File: src/rtl/cbad_pkg.sv
package cbad_pkg;

   typedef struct packed {
      logic        action;
      logic [15:0] addr;
      logic [7:0]  wdata;
   } req_type;

   typedef struct packed {
      logic [2:0]  region;
      logic [14:0] mapped_addr;
      logic [7:0]  rdata;
      logic [1:0]  fault;
   } rsp_type;

   typedef enum logic [1:0] {
      KIND_RAM,
      KIND_AUDIO,
      KIND_OTHER
   } kind_type;

   typedef struct packed {
      kind_type    kind;
      logic        write;
      logic [7:0]  wdata;
      logic [2:0]  region;
      logic [14:0] mapped_addr;
      logic [1:0]  fault;
   } cmd_type;

   localparam logic [2:0] REGION_RAM   = 3'd0;
   localparam logic [2:0] REGION_PIC   = 3'd1;
   localparam logic [2:0] REGION_AUDIO = 3'd2;
   localparam logic [2:0] REGION_ROM   = 3'd3;
   localparam logic [2:0] REGION_NONE  = 3'd4;

   localparam logic [1:0] FAULT_NONE      = 2'd0;
   localparam logic [1:0] FAULT_ROM_WRITE = 2'd1;
   localparam logic [1:0] FAULT_UNMAPPED  = 2'd2;

   localparam logic ACTION_WRITE = 1'b1;

   localparam int AUDIO_DEPTH     = 24;
   localparam int AUDIO_IDX_BITS  = 5;
   localparam int QUEUE_DEPTH     = 2;
   localparam int QUEUE_PTR_BITS  = 1;

   localparam logic [15:0] RAM_LAST   = 16'h1FFF;
   localparam logic [15:0] PIC_LAST   = 16'h3FFF;
   localparam logic [15:0] AUDIO_BASE = 16'h4000;
   localparam logic [15:0] AUDIO_LAST = 16'h4013;
   localparam logic [15:0] AUDIO_STAT = 16'h4015;
   localparam logic [15:0] AUDIO_FRAME = 16'h4017;
   localparam logic [15:0] ROM_BASE   = 16'h8000;

   localparam logic CSR_IDX_PRG_IS_16K = 1'b0;

endpackage

File: src/rtl/cbad_front.sv
module cbad_front #(
   parameter int WRAM_ADDR_BITS = 11
) (
   input  logic              push,
   input  cbad_pkg::req_type req_item,
   input  logic              prg_is_16k,
   input  logic              queue_full,
   input  logic              clearing,
   output logic              full,
   output logic              queue_push,
   output cbad_pkg::cmd_type cmd
);

   logic [15:0] a;
   logic        wr;
   logic        is_audio;

   assign a    = req_item.addr;
   assign wr   = (req_item.action == cbad_pkg::ACTION_WRITE);
   assign full = queue_full || clearing;
   assign queue_push = push && !full;

   assign is_audio = (a >= cbad_pkg::AUDIO_BASE && a <= cbad_pkg::AUDIO_LAST)
                     || a == cbad_pkg::AUDIO_STAT || a == cbad_pkg::AUDIO_FRAME;

   always_comb begin
      cmd             = '0;
      cmd.kind        = cbad_pkg::KIND_OTHER;
      cmd.write       = wr;
      cmd.wdata       = req_item.wdata;
      cmd.region      = cbad_pkg::REGION_NONE;
      cmd.mapped_addr = '0;
      cmd.fault       = cbad_pkg::FAULT_UNMAPPED;
      if (a <= cbad_pkg::RAM_LAST) begin
         cmd.kind        = cbad_pkg::KIND_RAM;
         cmd.region      = cbad_pkg::REGION_RAM;
         cmd.mapped_addr = 15'(a[WRAM_ADDR_BITS-1:0]);
         cmd.fault       = cbad_pkg::FAULT_NONE;
      end else if (a <= cbad_pkg::PIC_LAST) begin
         if (!wr) begin
            cmd.region      = cbad_pkg::REGION_PIC;
            cmd.mapped_addr = 15'(a[2:0]);
            cmd.fault       = cbad_pkg::FAULT_NONE;
         end
      end else if (is_audio) begin
         cmd.kind        = cbad_pkg::KIND_AUDIO;
         cmd.region      = cbad_pkg::REGION_AUDIO;
         cmd.mapped_addr = 15'(a[cbad_pkg::AUDIO_IDX_BITS-1:0]);
         cmd.fault       = cbad_pkg::FAULT_NONE;
      end else if (a >= cbad_pkg::ROM_BASE) begin
         cmd.region      = cbad_pkg::REGION_ROM;
         cmd.mapped_addr = {a[14] && !prg_is_16k, a[13:0]};
         cmd.fault       = wr ? cbad_pkg::FAULT_ROM_WRITE : cbad_pkg::FAULT_NONE;
      end
   end

endmodule

File: config.mk
export PLATFORM = sky130hd
export DESIGN_NAME = cbad_front
export DESIGN_NICKNAME = d
export VERILOG_FILES = /design/src/rtl/cbad_pkg.sv /design/src/rtl/cbad_front.sv
export SDC_FILE = /design/constraint.sdc
export NUM_CORES = 1
export LEC_CHECK = 0
export BUFFER_PORTS_ARGS = -buffer_cell sky130_fd_sc_hd__buf_2
export CORE_MARGIN = 2
export CORE_UTILIZATION = 29
export DETAILED_ROUTE_END_ITERATION = 8
export GPL_TIMING_DRIVEN = 0
export PLACE_DENSITY = 0.79
export SYNTH_ARGS = -nofsm -noshare
export SYNTH_HDL_FRONTEND = slang
export SYNTH_SLANG_ARGS = --single-unit
File: constraint.sdc
create_clock -name vclk -period 0.9
set_input_delay 0 -clock vclk [all_inputs]
set_output_delay 0 -clock vclk [all_outputs]
set_load 0.02 [all_outputs]
# Word-level counts from Yosys, hierarchy flattened
# Index checks and enable logic that the tools add are counted.
# totals
word_cells,24
out_inout_bits,33
ram_bits,0
rom_bits,0
ff_bits,0
mem_count,0
latchBits,0
# op_classes
addsub,0
n_div,0
bitwise_logic,0
shift,0
eq_ne,2
mul,0
mux,9
reduce_logical,8
magnitude_cmp,5
# ops
cell,n
20-bit 2-to-1 mux,5
16-bit by 15-bit equality test with 1-bit output (second input constant),2
16-bit by 15-bit >= comparator with 1-bit output (second input constant),1
16-bit >= comparator (second input constant),1
16-bit by 13-bit <= comparator with 1-bit output (second input constant),1
16-bit by 14-bit <= comparator with 1-bit output (second input constant),1
16-bit by 15-bit <= comparator with 1-bit output (second input constant),1
2-bit 2-to-1 mux,3
1-bit logical AND,3
1-bit logical OR,3
1-bit zero test,2
1-bit 2-to-1 mux,1

# Logic depth before layout (Yosys ltp)
# logic_depth
ltp_word,7
depth_mapped,6
depth_no_buf,3

# Least setup slack after synthesis
# Ideal clock, no wire load.
# synth_timing
path_type,input port to output port
startpoint,in req_item[21] in the netlist's numbering
endpoint,out cmd[19] in the netlist's numbering
arrival_ps,1379
t_required_ps,900
setup_slack_ps,-479
cell_stages,6
path_buffers,3
path_cell_list,buf_4 nor4_4 and2_1 buf_6 a311oi_1 buf_4
# synth_lines
element,line_no,rtl
from (decl),cbad_front.sv:5,"input cbad_pkg::req_type req_item,"
to (decl),cbad_front.sv:11,output cbad_pkg::cmd_type cmd

==> flow_summary_export.csv <==
group,metric,value,unit
timing,setup_viol,10,
run_status,violations,"setup timing",
worst_setup_path,slowest_stage,"o221a_4",
final_layout,final_area,934.6,um^2
place,port_buffers,53,
synthesis,ys_types,27,
worst_setup_path,worst-path-max-fanout,3,
power,p_per_area,557.2,nW/um^2
timing,holdWs,0.2168,ns
final_layout,drive_above_1_share,0.7368,
grt,grt_max_degree,11,
detailed_routing,wire_per_inst,10.91,um
grt,grtUsageTotal,0.1450,
place,post-place-ws,-0.3252,ns
grt,overflow,0,
synthesis,syn_area_per_cell,7.595,um^2
worst_setup_path,end_kind,"output pin",
detailed_routing,first_iter_violations,3,
timing,final.period_utilization,1.106,
final_layout,stdcell_count,129,
final_layout,final.clkbuf_count,0,
die,initial_core_util,0.3207,
detailed_routing,ant_nets,0,
place,place_inst,125,
final_layout,nNetsFinal,145,
place,hpwl,1107,um
die,row_count,13,
worst_setup_path,required,0.90,ns
synthesis,syn_inst,57,
timing,worst_slack,-0.09502,ns
die,core_area,1350,um^2
worst_setup_path,critPathArrivalTime,1.00,ns
synthesis,synthTopCellsByCount,"and2_1 (11), buf_4 (11), nor2_1 (4)",
grt,antenna_found_initial,0,
timing,min_period,0.9950,ns
worst_setup_path,setup.worst_path.start,"req_item[10]",
synthesis,synth.net_count,86,
run_status,status,"finished with violations",
final_layout,area_growth,115.9,%
timing,drv_slew,0,
job,timing.max_cap.violations,0,
worst_setup_path,cp_slowest_stage_delay,0.27,ns
final_layout,fin_util,0.6923,
worst_setup_path,cp_cell_sequence,"buf_6 -> and2b_2 -> o221a_4 -> nor4b_4 -> buf_4",
die,boundaryPins,62,
synthesis,synth.area.top_cells,"buf_4 (19%), and2_1 (16%), a41o_1 (6.9%), nor4b_1 (6.1%), nor4b_4 (5.5%)",
power,ir_drop,0.3243,mV
timing,slew_headroom,0.7205,
final_layout,num_antenna_cells,0,
place,place_area,782.0,um^2
timing,fmax,1005,MHz
die,die_area,1818,um^2
worst_hold_path,min_path_cells,2,
worst_setup_path,path_class,"input port to output pin",
detailed_routing,drt_wl_total,1407,um
synthesis,synthesis.area,432.9,um^2
synthesis,yosysTopAreaCell,"buf_4",
grt,grt_pass1_vias,524,
detailed_routing,first_pass_iters,3,
detailed_routing,via_per_inst,4.853,
synthesis,ys_seq_area_frac,0,
worst_setup_path,endpoint,"cmd[6]",
timing,tightest_slew,0.4192,ns
place,gp_congestion,0.7580,
timing,finalHoldViolCount,0,
detailed_routing,drc,0,
worst_hold_path,hold_path_class,"input port to output pin",
die,die_x,42.64,um
synthesis,synth_top_area_frac,0.1908,
grt,grt_first_pass_wirelength,2180,um
die,dieHeight,42.64,um
detailed_routing,vias,626,
power,p_leak,0.0004900,uW
final_layout,seq_cells,0,
synthesis,ys.warnings.count,0,
final_layout,register_area,0,um^2
worst_setup_path,worst_setup_path_start_kind,"input port",
timing,rsz0062_at_grt,"true",
==> worst max-delay path: cells and delay by family <==
| kind | cells | cell delay [ns] |
|---|---|---|
| simple gates | 2 | 0.45 |
| buf+inv | 2 | 0.27 |
| compound gates | 1 | 0.27 |
==> report_power, final <==
part           switching [uW]  total, uW  internal (uW)
Sequential                  0          0              0
Combinational             265        521            256
Clock                       0          0              0
==> repair_timing <==
action	CTS	global route
pin swaps	11	5
setup buffers	5	0
endpoints found under the setup margin	10	10
cloned	0	0
hold buffers	0	0
gates resized for setup	32	4
==> layout by cell type, fill, tap and decap left out, types with 2 or more instances in the layout <==
cell type	Yosys	routed
a41o_1	3	3
and2_1	11	10
buf_2	1	39
buf_4	11	18
buf_6	1	10
buf_8	0	2
nor2_1	4	4
nor4b_4	1	3
o21a_1	3	3
==> stage by stage <==
stage          TNS, ns  power (uW)
2_1_floorplan  -0.1009       283.4
3_3_place_gp    -2.462       436.3
3_5_place_dp    -2.555       442.0
4_1_cts        -0.5486       515.9
5_1_grt         -1.090       555.2
6_report       -0.4264       520.8
==> final cells by class <==
| type | count | area (um^2) |
|---|---|---|
| multi-input combinational | 43 | 419.2 |
| fill | 118 | 415.4 |
| timing repair buffer | 58 | 389.1 |
| buffer | 12 | 103.9 |
| tap | 15 | 18.77 |
| inverter | 1 | 3.754 |
==> kinds of logic (layout without fill, tap and decap cells) <==
kind of cell | after synthesis | in the layout | share of synthesized area
buffers and inverters | 14 | 71 | 0.2370
AO/OA/AOI/OAI | 15 | 15 | 0.2804
AND/OR/NAND/NOR | 28 | 28 | 0.4827
==> layer usage <==
metal  wire length (um)  global-route usage  up-vias
met3                202             0.01293        0
li1                   -                   -      320
met1                569              0.1934      259
met5                  0                   0        -
met4                  0                   0        0
met2                635              0.2636       47
==> how the worst min path moves through the flow <==
stage                startpoint      end  slack (ns)
CTS                 req_item[1]  cmd[21]        0.22
detailed placement  req_item[1]  cmd[21]        0.22
global route        req_item[1]  cmd[21]        0.22
finish              req_item[1]  cmd[21]        0.22
global placement    req_item[1]  cmd[21]        0.22
floorplan            prg_is_16k  cmd[16]        0.08
Power figures use the tool's default switching activity.
