==> src/rtl/cbad_pkg.sv <==
package cbad_pkg;

   typedef struct packed {
      logic        action;
      logic [15:0] addr;
      logic [7:0]  wdata;
   } req_type;

   typedef struct packed {
      logic [2:0]  region;
      logic [14:0] mapped_addr;
      logic [7:0]  rdata;
      logic [1:0]  fault;
   } rsp_type;

   typedef enum logic [1:0] {
      KIND_RAM,
      KIND_AUDIO,
      KIND_OTHER
   } kind_type;

   typedef struct packed {
      kind_type    kind;
      logic        write;
      logic [7:0]  wdata;
      logic [2:0]  region;
      logic [14:0] mapped_addr;
      logic [1:0]  fault;
   } cmd_type;

   localparam logic [2:0] REGION_RAM   = 3'd0;
   localparam logic [2:0] REGION_PIC   = 3'd1;
   localparam logic [2:0] REGION_AUDIO = 3'd2;
   localparam logic [2:0] REGION_ROM   = 3'd3;
   localparam logic [2:0] REGION_NONE  = 3'd4;

   localparam logic [1:0] FAULT_NONE      = 2'd0;
   localparam logic [1:0] FAULT_ROM_WRITE = 2'd1;
   localparam logic [1:0] FAULT_UNMAPPED  = 2'd2;

   localparam logic ACTION_WRITE = 1'b1;

   localparam int AUDIO_DEPTH     = 24;
   localparam int AUDIO_IDX_BITS  = 5;
   localparam int QUEUE_DEPTH     = 2;
   localparam int QUEUE_PTR_BITS  = 1;

   localparam logic [15:0] RAM_LAST   = 16'h1FFF;
   localparam logic [15:0] PIC_LAST   = 16'h3FFF;
   localparam logic [15:0] AUDIO_BASE = 16'h4000;
   localparam logic [15:0] AUDIO_LAST = 16'h4013;
   localparam logic [15:0] AUDIO_STAT = 16'h4015;
   localparam logic [15:0] AUDIO_FRAME = 16'h4017;
   localparam logic [15:0] ROM_BASE   = 16'h8000;

   localparam logic CSR_IDX_PRG_IS_16K = 1'b0;

endpackage

==> src/rtl/cbad_fifo.sv <==
module cbad_fifo #(
   parameter int WIDTH = 8
) (
   input  logic             clock,
   input  logic             reset,
   input  logic             push,
   input  logic [WIDTH-1:0] din,
   output logic             full,
   input  logic             pop,
   output logic [WIDTH-1:0] dout,
   output logic             empty
);

   localparam int PB = cbad_pkg::QUEUE_PTR_BITS;

   logic [WIDTH-1:0] mem_ff [cbad_pkg::QUEUE_DEPTH];
   logic [PB-1:0]    wr_ptr_ff, wr_ptr_in;
   logic [PB-1:0]    rd_ptr_ff, rd_ptr_in;
   logic [PB:0]      count_ff, count_in;
   logic             do_push, do_pop;

   assign full    = (count_ff == (PB+1)'(cbad_pkg::QUEUE_DEPTH));
   assign empty   = (count_ff == '0);
   assign dout    = mem_ff[rd_ptr_ff];
   assign do_push = push && !full;
   assign do_pop  = pop && !empty;

   always_comb begin
      wr_ptr_in = wr_ptr_ff;
      rd_ptr_in = rd_ptr_ff;
      count_in  = count_ff;
      if (do_push) begin
         wr_ptr_in = wr_ptr_ff + PB'(1);
      end
      if (do_pop) begin
         rd_ptr_in = rd_ptr_ff + PB'(1);
      end
      if (do_push && !do_pop) begin
         count_in = count_ff + (PB+1)'(1);
      end else if (do_pop && !do_push) begin
         count_in = count_ff - (PB+1)'(1);
      end
   end

   always_ff @(posedge clock) begin
      if (reset) begin
         wr_ptr_ff <= '0;
         rd_ptr_ff <= '0;
         count_ff  <= '0;
      end else begin
         wr_ptr_ff <= wr_ptr_in;
         rd_ptr_ff <= rd_ptr_in;
         count_ff  <= count_in;
      end
   end

   always_ff @(posedge clock) begin
      if (do_push) begin
         mem_ff[wr_ptr_ff] <= din;
      end
   end

endmodule

==> config.mk <==
export PLATFORM = sky130hd
export DESIGN_NAME = cbad_fifo
export DESIGN_NICKNAME = d
export VERILOG_FILES = /design/src/rtl/cbad_pkg.sv /design/src/rtl/cbad_fifo.sv
export SDC_FILE = /design/constraint.sdc
export NUM_CORES = 1
export LEC_CHECK = 0
export BUFFER_PORTS_ARGS = -buffer_cell sky130_fd_sc_hd__buf_2
export CORE_MARGIN = 2
export CORE_UTILIZATION = 52
export CTS_CLUSTER_DIAMETER = 50
export DETAILED_ROUTE_END_ITERATION = 6
export GPL_TIMING_DRIVEN = 0
export PLACE_DENSITY_LB_ADDON = 0.15
export SYNTH_ARGS = -nofsm -noshare
export SYNTH_HDL_FRONTEND = slang
export SYNTH_SLANG_ARGS = --single-unit
==> constraint.sdc <==
create_clock -name clock -period 4.5 [get_ports clock]
set_clock_uncertainty 0.05 [all_clocks]
set_input_delay 0 -clock clock [delete_from_list [all_inputs] [get_ports clock]]
set_output_delay 0 -clock clock [all_outputs]
set_load 0.005 [all_outputs]
[Yosys cells after proc, flatten, opt, wreduce, memory -nomap -nowiden]
Memories as Yosys holds them, arrays and structs flattened. A register that Yosys moved wholly into a read port is not among the register bits.
Index checks and enable logic that the tools add are counted.
Word-level totals
  memories kept: 1
  RAM bits: 16
  logic and storage cells: 25
  output and inout port bits: 10
  bits in registers: 4
Cells by class
  $add $sub $neg: 4
  equality and inequality tests: 1
  multiplexer cells: 6
  reduce and logical (&&, ||, !) cells: 10
Memory list
  mem_ff: depth 2, bits a word 8, rd ports 1, clocked after memory_dff 1, wr ports 1, RTL line cbad_fifo.sv:16  | logic [WIDTH-1:0] mem_ff [cbad_pkg::QUEUE_DEPTH];
Operators with widths (count)
  logical AND 1 bit: 4
  zero test 1 bit: 4
  2-to-1 mux 1 bit: 4
  2-to-1 mux 2 bit: 2
  adder 1 bit (second input constant): 2
  adder 2 x 1 -> 2 bit (second input constant): 1
  == test 2 bit (second input constant): 1
  zero test 2 bit: 1
  nonzero test 2 bit: 1
  subtractor 2 x 1 -> 2 bit (second input constant): 1

[Longest topological paths before layout]
Gate-level depths: netlist of the first run.
  depth in word-level cells: 7
  gate-level depth with buffers: 6

[Worst setup path after synthesis of the first run]
Ideal clock, no wire load.
  path kind: reg-to-reg
  from: reg count_ff[1]
  to: reg count_ff[1]
  slack: 2.987 ns
  setup time: 0.070 ns
  period minus slack after synthesis: 1.513 ns
  required time: 4.380 ns
  stages on the path, launching flop included: 6
  data arrival time: 1.393 ns
  cells stage by stage: dfxtp_1 > nor2b_2 > nor2_1 > ha_1 > or3_1 > a21oi_1
Between the ends
  longest elaborated chain between the ends: 6
Ends and longest elaborated chain
  from (decl): RTL line cbad_fifo.sv:19  | logic [PB:0] count_ff, count_in;
  from (signal assigned): RTL line cbad_fifo.sv:53  | count_ff <= count_in;
  == test 2 bit *: RTL line cbad_fifo.sv:22  | assign full = (count_ff == (PB+1)'(cbad_pkg::QUEUE_DEPTH));
  via full: RTL line cbad_fifo.sv:8  | output logic full,
  zero test 1 bit *: RTL line cbad_fifo.sv:25  | assign do_push = push && !full;
  logical AND 1 bit *: RTL line cbad_fifo.sv:25
  via do_push: RTL line cbad_fifo.sv:20  | logic do_push, do_pop;
  zero test 1 bit: RTL line cbad_fifo.sv:40  | end else if (do_pop && !do_push) begin
  logical AND 1 bit: RTL line cbad_fifo.sv:40
  nonzero test 2 bit (no line)
Mark *: on every way through the listed nets, which the timed path passes. The rest lies on a longest branch. The select of a mux whose other input is x is not followed.
A chain may end at the register's enable or synchronous reset.

[Worst setup path in the final report of the first run]
  from: reg count_ff[1]
  to: reg count_ff[1]
Between the ends
  longest elaborated chain between the ends: 6
Ends and longest elaborated chain (RTL line)
  == test 2 bit *: cbad_fifo.sv:22
  zero test 1 bit *: cbad_fifo.sv:25
  logical AND 1 bit *: cbad_fifo.sv:25
  via do_push: cbad_fifo.sv:20
  zero test 1 bit: cbad_fifo.sv:40
  logical AND 1 bit: cbad_fifo.sv:40
  nonzero test 2 bit (no line)
Marks and branches as above.

==> impl_metrics.json, run 1 <==
{
  "ys_async_sr_fraction": 0,
  "track_usage": 0.1447,
  "synth_top_area_share": 0.6057,
  "finalCritPeriodShare": 0.3564,
  "post-synth-top-count-cell": "edfxtp_1",
  "clockBufferDepth": 2,
  "cp-start-kind": "flip-flop",
  "die-width_um": 43.06,
  "detail-route-antenna-nets": 0,
  "drv_slew": 0,
  "max-cap-violations": 0,
  "io_pins": 22,
  "status": "complete, no violations",
  "seq_power_share": 0.526,
  "ys_seq_area_frac": 0.7319,
  "clk_latency_ps": 280,
  "die_height_um": 43.06,
  "cp-startpoint": "count_ff[1]",
  "nets": 98,
  "p_per_area_nw_per_um2": 484.1,
  "final_util": 0.7032,
  "tightest_slew_ps": 387.5,
  "clkSlewWorstSetupHoldPaths_ps": 100,
  "register_area_um2": 580.6,
  "cts_buffers": 3,
  "report.final.hold_viol_count": 0,
  "cp.arrival_ps": 1780,
  "synthCells": 50,
  "synth_nets": 63,
  "drt-initial-drc-count": 3,
  "p_sw_frac": 0.2729,
  "grt_max_degree": 12,
  "grt_antenna_before_repair": 0,
  "path_max_fanout": 5,
  "fillers": 112,
  "path_class": "flip-flop to flip-flop",
  "dr.pass1.iters": 2,
  "wl_mm": 1.183,
  "critPathBufInv": 0,
  "grt_pass1_wl_mm": 1.966,
  "synth_area_leaders": "edfxtp_1 (61%), dfxtp_1 (13%), mux2_2 (11%)",
  "vias_per_cell": 4.870,
  "routabilityCongestion": 0.6373,
  "clkPwrFrac": 0.165,
  "first_global_vias": 471,
  "yosysTopAreaCell": "edfxtp_1",
  "switchingPower_uw": 136.7,
  "pwr-share-comb": 0.309,
  "synth_cell_types": 13,
  "avgSynthCellArea_um2": 15.87,
  "worst_path_max_delay_cell": "dfxtp_1",
  "synth_ff_type": "edfxtp_1",
  "multiInputGateArea_um2": 200.2,
  "min-delay-start": "push",
  "initial_core_util": 0.5391,
  "grt-ovfl-total": 0,
  "yosys-top-cells-count": "edfxtp_1 (16), mux2_2 (8), dfxtp_1 (5), nor2_1 (5)",
  "wire_per_inst_um": 11.83,
  "ys_ff_latch": 21,
  "hpwl_um": 816.6,
  "max_stage_delay_ps": 390,
  "routed-via-count": 487,
  "p_int_uw": 364.2,
  "port_buffers": 21,
  "area_growth_syn_to_layout_pct": 30.44,
  "fmax_mhz": 623.6,
  "rsz0062_at_grt": "false",
  "diodes": 0,
  "core_um2": 1471,
  "p_leak_nw": 0.4208,
  "critical_path_required_ps": 4670,
  "layout-drive-gt1-share": 0.4048,
  "hold_path.class": "input pin to flip-flop",
  "end_kind": "flip-flop",
  "relSlewSlack": 0.7417,
  "h-tree-depth": 1,
  "dieArea_um2": 1854,
  "drc": 0,
  "synth_edf_count": 16,
  "crit_chain": "nor2b_2 > nor2_1 > ha_1 > or3_1 > a21oi_1",
  "setup_viol": 0,
  "total_power_uw": 500.9,
  "ys_warn_count": 0,
  "rows": 14,
  "peakVddDrop_mv": 0.2828,
  "cts_setup_buffers": 0,
  "clockRootBuffer": "clkbuf_4",
  "min_period_ps": 1604,
  "r2r_start": "count_ff[1]",
  "tns_ps": 0,
  "clock-sinks": 21,
  "cts_tree": "yes",
  "crit_family": "simple AND/OR/NAND/NOR gates",
  "netlist_area_um2": 793.3
}
## area by class of cell
class | count | area share
clock buffer | 4 | 0.02539
sequential | 21 | 0.5611
buffer | 1 | 0.004837
multi-input combinational | 26 | 0.1935
tap | 16 | 0.01935
timing repair buffer | 30 | 0.1886
inverter | 2 | 0.007255
## sequential cells by signal, summed over array words and instances (netlist names), named ones only
register and flops:
rd_ptr_ff 1, mem_ff 16, wr_ptr_ff 1, count_ff 2
## power groups by stage
stage	logic [mW]	clock network, mW	registers, mW
3_3_place_gp	0.148	0	0.267
6_report	0.155	0.0829	0.263
4_1_cts	0.157	0.0852	0.264
2_1_floorplan	0.101	0	0.264
5_1_grt	0.176	0.0930	0.268
3_5_place_dp	0.149	0	0.268
## through the flow
stage | hold slack, ps | std cells | setup WS [ps] | instance area (µm²)
after floorplan | 19.07 | 50 | 2987 | 793.3
after global placement | 139.2 | 87 | 2912 | 918.4
after detailed placement | 142.0 | 87 | 2921 | 918.4
after CTS | 38.45 | 100 | 2892 | 1035
after global routing | 82.22 | 100 | 2751 | 1035
final | 33.34 | 100 | 2896 | 1035
## cell usage in the layout (no fill, tap or decap)
master | netlist | routed
buf_2 | 1 | 22
edfxtp_1 | 16 | 16
dlygate4sd3_1 | 0 | 9
mux2_2 | 8 | 8
nor2_1 | 5 | 5
dfxtp_1 | 5 | 5
o21ai_0 | 3 | 3
xor2_1 | 3 | 3
clkbuf_4 | 0 | 3
inv_1 | 2 | 2
or3_1 | 2 | 2
a21oi_1 | 2 | 2
nor2b_2 | 1 | 1
and2_1 | 1 | 1
ha_1 | 1 | 1
clkbuf_1 | 0 | 1
## routing by layer
| layer | vias up | track usage | share of wire |
|---|---|---|---|
| met4 | 0 | 0.01818 | 0 |
| met3 | 0 | 0.03830 | 0.053 |
| met1 | 222 | 0.1994 | 0.47 |
| li1 | 251 | - | - |
| met2 | 14 | 0.2394 | 0.48 |
| met5 | - | 0 | 0 |
## final timing paths
| kind | to | slack, ps | cells after the start |
|---|---|---|---|
| setup / recovery | count_ff[1] | 2900 | 5 |
| setup reg to reg | count_ff[1] | 2900 | 5 |
| hold reg to reg | wr_ptr_ff | 440 | 2 |
| hold / removal | wr_ptr_ff | 30 | 4 |
## what timing repair did
item,CTS,global route
resized for setup,0,0
hold endpoints to repair,21,0
hold buffers,9,0
## worst reg2reg max path: stages (launching register included)
cell and delay [ps]:
dfxtp_1 390, nor2b_2 200, nor2_1 70, ha_1 330, or3_1 370, a21oi_1 130
## cell families (layout without fill, tap and decap cells)
kind of cell,count (synthesis),count (layout),share of synthesized area
multiplexers,8,8,0.1136
flip-flops,21,21,0.7319
AND/OR/NAND/NOR,9,9,0.05837
XOR/XNOR,3,3,0.03313
AO/OA/AOI/OAI,5,5,0.03154
buffers and inverters,3,37,0.01577
adder cells (fa/ha/maj),1,1,0.01577
(Power assumes the default switching activity.)
==> run 2: changes to the inputs <==
--- a/config.mk
+++ b/config.mk
@@ -5,9 +5,10 @@
 export SDC_FILE = /design/constraint.sdc
 export NUM_CORES = 1
 export LEC_CHECK = 0
+export ABC_AREA = 1
 export BUFFER_PORTS_ARGS = -buffer_cell sky130_fd_sc_hd__buf_2
 export CORE_MARGIN = 2
-export CORE_UTILIZATION = 52
+export CORE_UTILIZATION = 49
 export CTS_CLUSTER_DIAMETER = 50
 export DETAILED_ROUTE_END_ITERATION = 6
 export GPL_TIMING_DRIVEN = 0
==> constraint.sdc (replaced) <==
create_clock -name clock -period 1.5 [get_ports clock]
set_clock_uncertainty 0.05 [all_clocks]
set_input_delay 0 -clock clock [delete_from_list [all_inputs] [get_ports clock]]
set_output_delay 0 -clock clock [all_outputs]
set_load 0.005 [all_outputs]
==> impl_metrics.json, run 2 <==
{
  "status": "complete, no violations",
  "wl_mm": 1.282,
  "first_global_vias": 472,
  "dr_wl_met2_um": 620,
  "dieArea_um2": 2035,
  "grt_antenna_before_repair": 0,
  "clkSlewWorstSetupHoldPaths_ps": 110,
  "fmax_mhz": 713.9,
  "total_power_mw": 1.613,
  "clockRootBuffer": "clkbuf_4",
  "peakVddDrop_mv": 0.8796,
  "hpwl_um": 868.6,
  "cts_tree": "yes",
  "p_per_area_nw_per_um2": 1458,
  "grt_max_degree": 13,
  "ys_ff_latch": 21,
  "area_growth_syn_to_layout_pct": 33.53,
  "dr.pass1.iters": 3,
  "pre_cts_ws_ps": -159.1,
  "synthCells": 62,
  "routed-via-count": 558,
  "wire_per_inst_um": 11.25,
  "h-tree-depth": 1,
  "r2r_start": "count_ff[1]",
  "track_usage": 0.1398,
  "setup_viol": 0,
  "critical_path_required_ps": 1690,
  "finalCritPeriodShare": 0.9338,
  "relSlewSlack": 0.7004,
  "grt_pass1_wl_mm": 1.925,
  "post-route-cell-area_um2": 1106,
  "rsz0062_at_grt": "false",
  "drc": 0,
  "core_um2": 1541,
  "synth_nets": 75,
  "end_kind": "flip-flop",
  "synth_ff_type": "edfxtp_1",
  "initial_core_util": 0.5373,
  "report.final.hold_viol_count": 0,
  "die_height_um": 45.12,
  "rows": 14,
  "cpMostUsedCell": "inv_2",
  "synth_cell_types": 16,
  "ys_async_sr_fraction": 0,
  "wl_met3_um": 51,
  "netlist_area_um2": 828.3,
  "yosys-top-cells-count": "edfxtp_1 (16), nor2_1 (9), mux2_2 (8)",
  "place_inst": 99,
  "io_pins": 22,
  "min_period_ps": 1401,
  "cp-startpoint": "count_ff[1]",
  "post-synth-top-count-cell": "edfxtp_1",
  "largest_register": "mem_ff",
  "reg_top3": "mem_ff (16), count_ff (2)",
  "path_class": "flip-flop to flip-flop",
  "setup_ws_ps": 99.25,
  "min-delay-start": "pop",
  "tightest_slew_ps": 448.9,
  "clk_latency_ps": 290,
  "layout-drive-gt1-share": 0.4898,
  "detail-route-antenna-nets": 0,
  "largest_reg_flops": 16,
  "synth_top_area_share": 0.5801,
  "synth_area_leaders": "edfxtp_1 (58%), dfxtp_1 (12%), mux2_2 (11%)",
  "clockBufferDepth": 2,
  "routabilityCongestion": 0.6650,
  "cp.arrival_ps": 1590,
  "clock-sinks": 21,
  "cts_buffers": 3,
  "final_common_cell": "buf_2",
  "yosysTopAreaCell": "edfxtp_1",
  "max_stage_delay_ps": 370,
  "cp-start-kind": "flip-flop",
  "final_cell_mix": "buf_2 (22), edfxtp_1 (16), dlygate4sd3_1 (9)",
  "max-cap-violations": 0,
  "drv_slew": 0,
  "grt-ovfl-total": 0,
  "hold_path.class": "input pin to flip-flop",
  "wl_met1_um": 582,
  "ys_warn_count": 0,
  "path_max_fanout": 4,
  "crit_family": "flip-flops",
  "maxUsedRoutingLayer": "met4",
  "hold-worst-slack_ps": 21.32,
  "nets": 112,
  "die-width_um": 45.12,
  "port_buffers": 21,
  "vias_per_cell": 4.895,
  "ys_seq_area_frac": 0.7009,
  "final_cells": 114,
  "avgSynthCellArea_um2": 13.36,
  "worst_path_max_delay_cell": "dfxtp_4",
  "dpl-instance-area_um2": 953.4,
  "synth_edf_count": 16,
  "critPathBufInv": 4,
  "p_leak_nw": 0.4614,
  "drt-initial-drc-count": 4,
  "diodes": 0,
  "crit_chain": "inv_2 > o21ai_4 > inv_2 > ha_1 > inv_2 > nand3_1 > nand2_1 > inv_1 > nor2_2"
}
==> run 2: changes by cell type after synthesis, sizes merged, moves of 2 or more <==
cell   change
inv        +7
nor2       +4
o21ai      +2
nand2      +4
or3        -2
xor2       -3
==> run 2: path summary, 6_finish.rpt <==
check,end,slack (ps),cells past startpoint
max,count_ff[1],100,9
min,flip-flop,20,4
max reg2reg,count_ff[1],100,9
min reg2reg,wr_ptr_ff,470,2
==> run 2: layout make-up <==
cell class,instances,area [µm²]
clock buffers,3,22.52
flip-flops and latches,21,585.6
well taps,16,20.02
multi-input cells,31,224.0
plain buffers,1,5.005
clock inverters,1,5.005
repair buffers,32,210.2
inverters,9,33.78
fillers,128,435.4
==> run 2: repair_timing <==
item | CTS | global route
setup endpoints to repair | 17 | 18
pin swaps | 0 | 1
hold buffers | 9 | 0
endpoints found under the hold margin | 21 | 0
setup buffers | 0 | 2
gates resized for setup | 4 | 5
==> run 2: kinds of logic after synthesis <==
| family | synth area share |
|---|---|
| flops | 0.7009 |
| simple gates | 0.08307 |
| buf+inv | 0.04683 |
| mux | 0.1088 |
| compound gates | 0.04531 |
| fa+ha+maj | 0.01510 |
==> run 2: per-stage QoR <==
step / TNS (ps) / utilization
after floorplan: 0 / -
after global placement: -1721 / 0.6185
after detailed placement: -2343 / 0.6185
after CTS: 0 / 0.7037
after global routing: 0 / 0.7175
final: 0 / 0.7175
==> run 2: metal layers <==
layer / track usage / vias up
met5: 0 / -
met4: 0.08824 / 0
met3: 0.02400 / 5
met2: 0.2314 / 15
met1: 0.1680 / 252
li1: - / 286
==> run 2: power by group <==
group	switching (mW)	internal, mW
Clock	0.161	0.0992
Combinational	0.266	0.274
Sequential	0.0601	0.752
Total	0.487	1.13
==> run 2: tightest hold or removal path, cell delays in order <==
cell and delay, ps:
buf_2 100, o21ai_2 70, o21ai_1 80, nor2_1 80
==> run 3: changes to the inputs <==
--- a/config.mk
+++ b/config.mk
@@ -5,10 +5,9 @@
 export SDC_FILE = /design/constraint.sdc
 export NUM_CORES = 1
 export LEC_CHECK = 0
-export ABC_AREA = 1
 export BUFFER_PORTS_ARGS = -buffer_cell sky130_fd_sc_hd__buf_2
 export CORE_MARGIN = 2
-export CORE_UTILIZATION = 49
+export CORE_UTILIZATION = 48
 export CTS_CLUSTER_DIAMETER = 50
 export DETAILED_ROUTE_END_ITERATION = 6
 export GPL_TIMING_DRIVEN = 0
==> impl_metrics.json, run 3 (synthesis results as in run 1) <==
{
  "largest_register": "mem_ff",
  "dieArea_um2": 1994,
  "h-tree-depth": 1,
  "cts_buffers": 3,
  "pwr-share-comb": 0.351,
  "hold-worst-slack_ps": 43.76,
  "end_kind": "flip-flop",
  "worstRegToRegCells": 6,
  "max-cap-violations": 0,
  "setup_viol": 0,
  "final_cell_mix": "buf_2 (22), edfxtp_1 (16), dlygate4sd3_1 (9)",
  "report.final.hold_viol_count": 0,
  "diodes": 0,
  "track_usage": 0.1370,
  "peakVddDrop_mv": 0.8567,
  "grt_max_degree": 13,
  "register_area_um2": 585.6,
  "reg_top3": "mem_ff (16), count_ff (2)",
  "routed-via-count": 503,
  "wl_mm": 1.246,
  "p_leak_nw": 0.4438,
  "path_max_fanout": 5,
  "port_buffers": 21,
  "cp-startpoint": "count_ff[1]",
  "r2r-end": "count_ff[1]",
  "clockBufferDepth": 2,
  "tightest_slew_ps": 201.1,
  "largest_reg_flops": 16,
  "core_um2": 1524,
  "layout-drive-gt1-share": 0.5172,
  "pre_cts_ws_ps": -79.98,
  "cp.arrival_ps": 1610,
  "critical_path_required_ps": 1670,
  "p_int_mw": 1.173,
  "fillers": 114,
  "setup_ws_ps": 61.02,
  "clkSlewWorstSetupHoldPaths_ps": 100,
  "dr.pass1.iters": 4,
  "clkPwrFrac": 0.153,
  "io_pins": 22,
  "finalCritPeriodShare": 0.9593,
  "r2r_start": "count_ff[1]",
  "rows": 14,
  "path_class": "flip-flop to flip-flop",
  "p_sw_frac": 0.2812,
  "cp-start-kind": "flip-flop",
  "multiInputGateArea_um2": 230.2,
  "hold_path_end": "rd_ptr_ff",
  "nets": 101,
  "p_per_area_nw_per_um2": 1492,
  "drv_slew": 0,
  "hold_path.class": "input pin to flip-flop",
  "vias_per_cell": 4.883,
  "switchingPower_uw": 458.8,
  "die-width_um": 44.65,
  "min_period_ps": 1439,
  "holdPathStages": 4,
  "clockRootBuffer": "clkbuf_4",
  "grt-ovfl-total": 0,
  "clock-sinks": 21,
  "relSlewSlack": 0.8659,
  "final_common_cell": "buf_2",
  "cts_tree": "yes",
  "grt_pass1_wl_mm": 1.932,
  "detail-route-antenna-nets": 0,
  "rrSetupSlack_ps": 60,
  "die_height_um": 44.65,
  "hpwl_um": 833.7,
  "first_global_vias": 494,
  "tns_ps": 0,
  "fmax_mhz": 694.9,
  "initial_core_util": 0.5205,
  "area_growth_syn_to_layout_pct": 37.86,
  "clk_latency_ps": 290,
  "grt_antenna_before_repair": 0,
  "seq_power_share": 0.496,
  "min-delay-start": "pop",
  "routabilityCongestion": 0.6554,
  "drc": 0,
  "drt-initial-drc-count": 7,
  "status": "complete, no violations",
  "wire_per_inst_um": 12.10,
  "final_util": 0.7176
}
## run 3: stage by stage
| step | std cells | cell area (µm²) | total power, mW |
|---|---|---|---|
| after floorplan | 50 | 798.3 | 1.109 |
| after global placement | 87 | 923.4 | 1.259 |
| after detailed placement | 87 | 923.4 | 1.272 |
| after CTS | 102 | 1059 | 1.586 |
| after global routing | 103 | 1094 | 1.738 |
| final | 103 | 1094 | 1.632 |
## run 3: repair_timing
item	4_1_cts	5_1_grt
setup endpoints to repair	9	9
endpoints found under the hold margin	21	0
gates resized for setup	2	8
pin swaps	1	4
hold buffers	9	0
buffers inserted	2	1
## run 3: worst max-delay path by stage
| stage | end | slack, ps |
|---|---|---|
| after CTS | count_ff[1] | 20 |
| final | count_ff[1] | 60 |
| after detailed placement | count_ff[1] | -80 |
| after global placement | count_ff[1] | -50 |
| after global routing | count_ff[1] | -1 |
| after floorplan | count_ff[1] | 8 |
## run 3: power by group through the flow
stage,combinational (mW),sequential (mW),clock (mW)
after global routing,0.631,0.820,0.287
final,0.573,0.809,0.250
after floorplan,0.312,0.797,0
after CTS,0.519,0.803,0.264
after global placement,0.453,0.805,0
after detailed placement,0.463,0.809,0
## run 3: cell type report
class / count / area share
Sequential cell: 21 / 0.5355
Multi-Input combinational cell: 26 / 0.2105
Timing Repair Buffer: 33 / 0.1991
Clock buffer: 3 / 0.02059
Tap cell: 16 / 0.01831
Inverter: 2 / 0.006865
Clock inverter: 1 / 0.004577
Buffer: 1 / 0.004577
## run 3: layer usage
layer / vias to the layer above / global-route usage / share of wire
li1: 255 / - / -
met1: 235 / 0.1456 / 0.42
met2: 13 / 0.2609 / 0.54
met3: 0 / 0.03673 / 0.039
met4: 0 / 0.03636 / 0
met5: - / 0 / 0
## run 3: worst max-delay path: stages, from the launching register on
cell and delay [ps]:
dfxtp_4 380, nor2b_4 180, nor2_4 70, ha_4 150, xor2_1 140, or3_1 300
a21oi_1 110
